## src/rtl/core/rdbs_pkg.sv

```systemverilog
// Shared types and constants for the dead-block/stream replacement core.
// Holds the item structs, controller command and status structs, and codes.
// No dependencies.
package rdbs_pkg;

  localparam int SIDX_W = 11;
  localparam int ADDR_W = 48;
  localparam int MASK_W = 16;
  localparam int WAYF_W = 4;

  localparam logic OP_VICTIM = 1'b0;
  localparam logic OP_UPDATE = 1'b1;

  localparam logic [1:0] RRPV_DISTANT = 2'd3;
  localparam logic [1:0] RRPV_LONG = 2'd2;
  localparam logic [1:0] RRPV_NEAR = 2'd0;
  localparam logic [1:0] CNT_MAX = 2'd3;
  localparam logic [1:0] CNT_MIN = 2'd0;
  localparam logic [1:0] REUSE_RESET = 2'd1;
  localparam logic [1:0] REUSE_HIGH = 2'd2;
  localparam logic [1:0] STREAM_MIN = 2'd2;

  localparam logic [ADDR_W-1:0] STRIDE_ONE = 48'd64;
  localparam logic [ADDR_W-1:0] STRIDE_TWO = 48'd128;

  localparam logic [31:0] DECAY_RESET = 32'd100000;
  localparam logic [1:0] REG_SWEEP_INTERVAL = 2'd0;

  typedef struct packed {
    logic opcode;
    logic [SIDX_W-1:0] set_index;
    logic [WAYF_W-1:0] way;
    logic [MASK_W-1:0] valid_mask;
    logic [ADDR_W-1:0] address;
    logic hit;
  } req_t;

  typedef struct packed {
    logic [WAYF_W-1:0] victim_way;
    logic set_streaming;
    logic [1:0] inserted_rrpv;
  } rsp_t;

  typedef struct packed {
    logic capture;
    logic exec;
    logic clear_wr;
    logic sweep_wr;
    logic row_sel;
    logic row_inc;
  } cmd_t;

  typedef struct packed {
    logic out_free;
    logic is_update;
    logic sweep_due;
    logic row_last;
  } stat_t;

endpackage

```

## src/rtl/core/rdbs_ctrl.sv

```systemverilog
// Controller state machine for the replacement core.
// Sequences clearing, item handling and decay sweeps; uses rdbs_pkg.
module rdbs_ctrl
  import rdbs_pkg::*;
(
  input  logic  clk,
  input  logic  rst,
  input  logic  req_valid,
  output logic  req_stall,
  input  stat_t stat,
  output cmd_t  cmd
);

  typedef enum logic [5:0] {
    S_CLEAR = 6'b000001,
    S_IDLE  = 6'b000010,
    S_ADDR  = 6'b000100,
    S_EXEC  = 6'b001000,
    S_SWRD  = 6'b010000,
    S_SWWR  = 6'b100000
  } state_t;

  state_t state, state_next;

  always_ff @(posedge clk) begin
    if (rst) begin
      state <= S_CLEAR;
    end else begin
      state <= state_next;
    end
  end

  always_comb begin
    state_next = state;
    cmd = '0;
    req_stall = 1'b1;
    unique case (state)
      S_CLEAR: begin
        cmd.clear_wr = 1'b1;
        cmd.row_sel = 1'b1;
        cmd.row_inc = 1'b1;
        if (stat.row_last) state_next = S_IDLE;
      end
      S_IDLE: begin
        req_stall = 1'b0;
        if (req_valid) begin
          cmd.capture = 1'b1;
          state_next = S_ADDR;
        end
      end
      S_ADDR: begin
        state_next = S_EXEC;
      end
      S_EXEC: begin
        if (stat.out_free) begin
          cmd.exec = 1'b1;
          state_next = (stat.is_update && stat.sweep_due) ? S_SWRD : S_IDLE;
        end
      end
      S_SWRD: begin
        cmd.row_sel = 1'b1;
        state_next = S_SWWR;
      end
      S_SWWR: begin
        cmd.row_sel = 1'b1;
        cmd.sweep_wr = 1'b1;
        cmd.row_inc = 1'b1;
        state_next = stat.row_last ? S_IDLE : S_SWRD;
      end
      default: state_next = S_CLEAR;
    endcase
  end

endmodule

```

## config.mk

```make
export PLATFORM = sky130hd
export DESIGN_NAME = rdbs_ctrl
export DESIGN_NICKNAME = d
export VERILOG_FILES = /design/src/rtl/core/rdbs_pkg.sv /design/src/rtl/core/rdbs_ctrl.sv
export SDC_FILE = /design/constraint.sdc
export NUM_CORES = 1
export LEC_CHECK = 0
export ABC_AREA = 1
export ABC_CLOCK_PERIOD_IN_PS = 1500
export BUFFER_PORTS_ARGS = -buffer_cell sky130_fd_sc_hd__buf_2
export CORE_AREA = 2 2 39 41
export CTS_BUF_LIST = sky130_fd_sc_hd__clkbuf_2
export DETAILED_ROUTE_END_ITERATION = 7
export DIE_AREA = 0 0 41 43
export SLEW_MARGIN = 5
export SYNTH_ARGS = -nofsm -noshare
export SYNTH_HDL_FRONTEND = slang
export SYNTH_SLANG_ARGS = --single-unit
```

## constraint.sdc

```tcl
create_clock -name clk -period 1.5 [get_ports clk]
set_input_delay 0.45 -clock clk [delete_from_list [all_inputs] [get_ports clk]]
set_output_delay 0.45 -clock clk [all_outputs]
set_load 0.005 [all_outputs]
```

Word-level counts from Yosys, hierarchy flattened
Index checks and enable logic that the tools add are counted.
- multiplexer cells: 15
- reduce and logical (&&, ||, !) cells: 4
- eq/ne operators: 9
- operators by type and width (operator ; count):
    6-bit one-hot mux with 6 select lines ; 1
    6-bit 2-to-1 mux ; 3
    5-bit 2-to-1 mux ; 2
    1-bit 2-to-1 mux ; 9
    6-bit by 1-bit equality test with 1-bit output (second input constant) ; 1
    6-bit by 2-bit equality test with 1-bit output (second input constant) ; 1
    6-bit by 3-bit equality test with 1-bit output (second input constant) ; 1
    6-bit by 4-bit equality test with 1-bit output (second input constant) ; 1
    6-bit by 5-bit equality test with 1-bit output (second input constant) ; 1
    6-bit equality test (second input constant) ; 1
    2-bit != test (second input constant) ; 3
    3-bit AND reduction ; 1
    3-bit OR reduction ; 1
    2-bit OR reduction ; 1
    1-bit logical AND ; 1
- word-level logic and storage cells: 29
- output and inout bits: 7
- flip-flop bits (word level): 6

Logic depth before layout (Yosys ltp)
- depth after elaboration: 4
- depth in mapped cells: 8
- mapped depth without buffers: 8

Worst setup path after synthesis
No wires, ideal clock.
- path type: reg2out
- start: reg state[0]
- end: out cmd[1] (netlist name)
- slack: 0.220 ns
- arrival: 0.830 ns
- stages on the path, launching flop included: 7
- path buffers: 0
- path through: dfxtp_1 > inv_2 > nor2_2 > nand3_1 > nand2_2 > inv_2 > nand2_1
- RTL lines (element ; RTL line ; RTL):
    start, declared ; rdbs_ctrl.sv:23 ; state_t state, state_next;
    start signal, assigned ; rdbs_ctrl.sv:29 ; state <= state_next;
    end, declared ; rdbs_ctrl.sv:11 ; output cmd_t cmd

==> run summary <==
DRC: 0
CTS root buf: clkbuf_2
Num Clock Sinks: 6
All-layer global routing usage: 15.1%
Layout cell share with drive strength beyond 1: 70.6%
Clock Skews: 8.40 ps
Final hold violation count: 0
Final Hold Slack: 459 ps
Area post-placement: 512 µm²
Core outline area: 1380 µm²
Hold Path Cell Cnt: 2
Final Critical Period: 1620 ps
Hold-fix buffers at CTS: 0
Largest net degree at the start of global routing: 7
Cells after Synth: 59
Row count: 14
Multi-input logic area: 275 µm²
Final Max Slew Viols: 0
Worst R2R Start: state[4]
Die H: 43 µm
TritonCTS buffer count: 3
Register bit total from synthesis: 6
CTS tree: done
Full die area: 1760 µm²
Nets: 94
Clk_lat worst skew: 220 ps
Fin worst setup slack: -121 ps
Post-DP HPWL: 813 µm
Area growth, synth to finish: 56.7%
Drt first pass iters: 4
Violated checks: setup timing
Status: finished with violations
Clk slew on worst S/H paths: 60 ps
Post-synthesis sequential area ratio: 29.7%
Setup crit start kind: flop
R2r worst-path depth: 8
CTS H-tree depth: 1
Critical Path Sink Type: output port
Finished Layout Cells: 101
Crit-path cells: nor2_4, buf_4, nand3_2, nor2_1, buf_2
R2r setup slk: 180 ps
Top Registers: state: 6 flops
Warnings, synthesis: 0
Buf/Inv on CP: 2
Peak supply drop: 412 µV
Max FO, Critical Path: 4
DIE WIDTH: 41 µm
WP data arrival: 1170 ps
Deepest clock path buffer count: 2
Routed vias: 462
Max FFs per register: 6
Fin area: 633 µm²
Wire per inst: 11.5 µm
Leak: 0.310 nW
Dpl cells: 91
Initial antenna violation count: 0
CP peak stage delay: 360 ps
Gate family responsible for the most delay along the worst path: flip-flops
Largest Register: state
Number of max-cap violations: 0
PwrDens: 849 nW/µm²
Syn nets: 66
Final Cycle Share: 108%
GPL Wtd Cong: 0.732
Synthesized area per cell: 6.85 µm²
Synth unique cells: 17
Starting density of the core: 29.2%
Hold-critical path endpoint: state[4]
Syn Std Cell Area: 404 µm²
Buffers on Ports: 13
Maximum clock rate: 0.617 GHz
DR vias/cell: 4.57
Hold Startpoint: rst
Worst Tran Pin Value: 180 ps
Global-route wire length before repair: 1680 µm
Reg-to-reg endpoint: state[1]
Layout fillers: 152
RSZ-0062 raised after global routing: yes
Final setup violating endpoints: 6
Ant diodes: 0
CP Class: flop to output port
Vias in the first global route: 421
Post-DRT Antenna Nets: 0
Final wirelength: 1170 µm
Slowest-stage cell, CP: dfxtp_4
First DRT Iteration DRCs: 10
Min-Delay Path Class: input port to flop
Slew HR: 87.9%
FF+latch area: 130 µm²
Io pins: 14
Worst EP required: 1050 ps
GRT Residual Overflow: 0
-- synth_stat cells --
| cell type | instances | area share, % |
|---|---|---|
| a21oi_1 | 1 | 1.2 |
| a21oi_2 | 1 | 2.2 |
| dfxtp_1 | 6 | 30 |
| inv_1 | 9 | 8.4 |
| inv_2 | 4 | 3.7 |
| nand2_1 | 6 | 5.6 |
| nand2_2 | 3 | 4.6 |
| nand3_1 | 5 | 6.2 |
| nand3_2 | 1 | 2.5 |
| nand3b_1 | 1 | 1.9 |
| nand4_1 | 4 | 6.2 |
| nand4_2 | 1 | 3.1 |
| nor2_1 | 7 | 6.5 |
| nor2_2 | 7 | 11 |
| nor2_4 | 1 | 2.8 |
| nor4_2 | 1 | 3.1 |
| o22ai_1 | 1 | 1.5 |
-- how the worst max path moves through the flow --
| stage | from | cells past startpoint | slack (ps) | end |
|---|---|---|---|---|
| final | state[4] | 5 | -120 | cmd[4] |
| after global routing | state[3] | 8 | -200 | cmd[1] |
| after CTS | state[2] | 8 | -130 | cmd[1] |
| after detailed placement | state[0] | 7 | 40 | cmd[1] |
| after global placement | state[1] | 8 | 80 | cmd[1] |
| after floorplan | state[0] | 6 | 220 | cmd[1] |
-- layout by cell type, fill, tap and decap left out, types with 3 or more instances in the layout --
master and instances:
buf_2 13, buf_4 9, inv_2 8, nor2_1 6, nand2_2 5, inv_1 5
nor2_2 5, dfxtp_2 5, nor2_4 4, nand2_1 4, nand4_1 4, nand3_1 3
clkbuf_2 3
-- stage by stage --
stage	TNS, ps	power [mW]	setup slack [ps]	util, %
after floorplan	0	0.312	220	-
after global placement	0	0.385	81.0	37.0
after detailed placement	0	0.388	44.7	37.0
after CTS	-457	0.520	-126	43.7
after global routing	-992	0.576	-197	45.8
final	-493	0.537	-121	45.8
-- where the power goes --
group          switching, mW  internal, mW
registers             0.0171         0.173
logic                  0.132         0.105
clock network         0.0558        0.0541
total                  0.205         0.332
-- per-layer routing --
metal | part of all wire, % | routed length, µm | global-route usage [%]
met1 | 40 | 471 | 15.8
met2 | 55 | 638 | 25.0
met3 | 4.7 | 55 | 3.14
met4 | 0 | 0 | 10.0
met5 | 0 | 0 | 0
-- worst reg2reg max path, stage by stage, from the launching register on --
cell and delay (ps):
dfxtp_4 360, nor2_4 150, buf_6 130, buf_4 100
nand4_1 130, nand2_2 130, inv_2 40, a21oi_2 120
nor2_1 50
-- cell type report --
cell class                 instances  share of cell area (%)
multi-input combinational         40                    43.5
timing repair buffer              23                    22.7
sequential                         6                    20.6
inverter                          13                    7.71
tap                               16                    3.16
clock buffer                       3                    2.37
-- kinds of logic after synthesis --
logic type | synth area share [%]
compound gates | 4.95
buf+inv | 12.1
simple gates | 53.2
flops | 29.7
-- timing repair --
| item | CTS | global route |
|---|---|---|
| pin swaps | 4 | 2 |
| cloned | 0 | 0 |
| endpoints found under the setup margin | 6 | 7 |
| buffers inserted | 6 | 1 |
| resized for setup | 14 | 7 |
No activity file was read; power rests on OpenSTA's default activity.
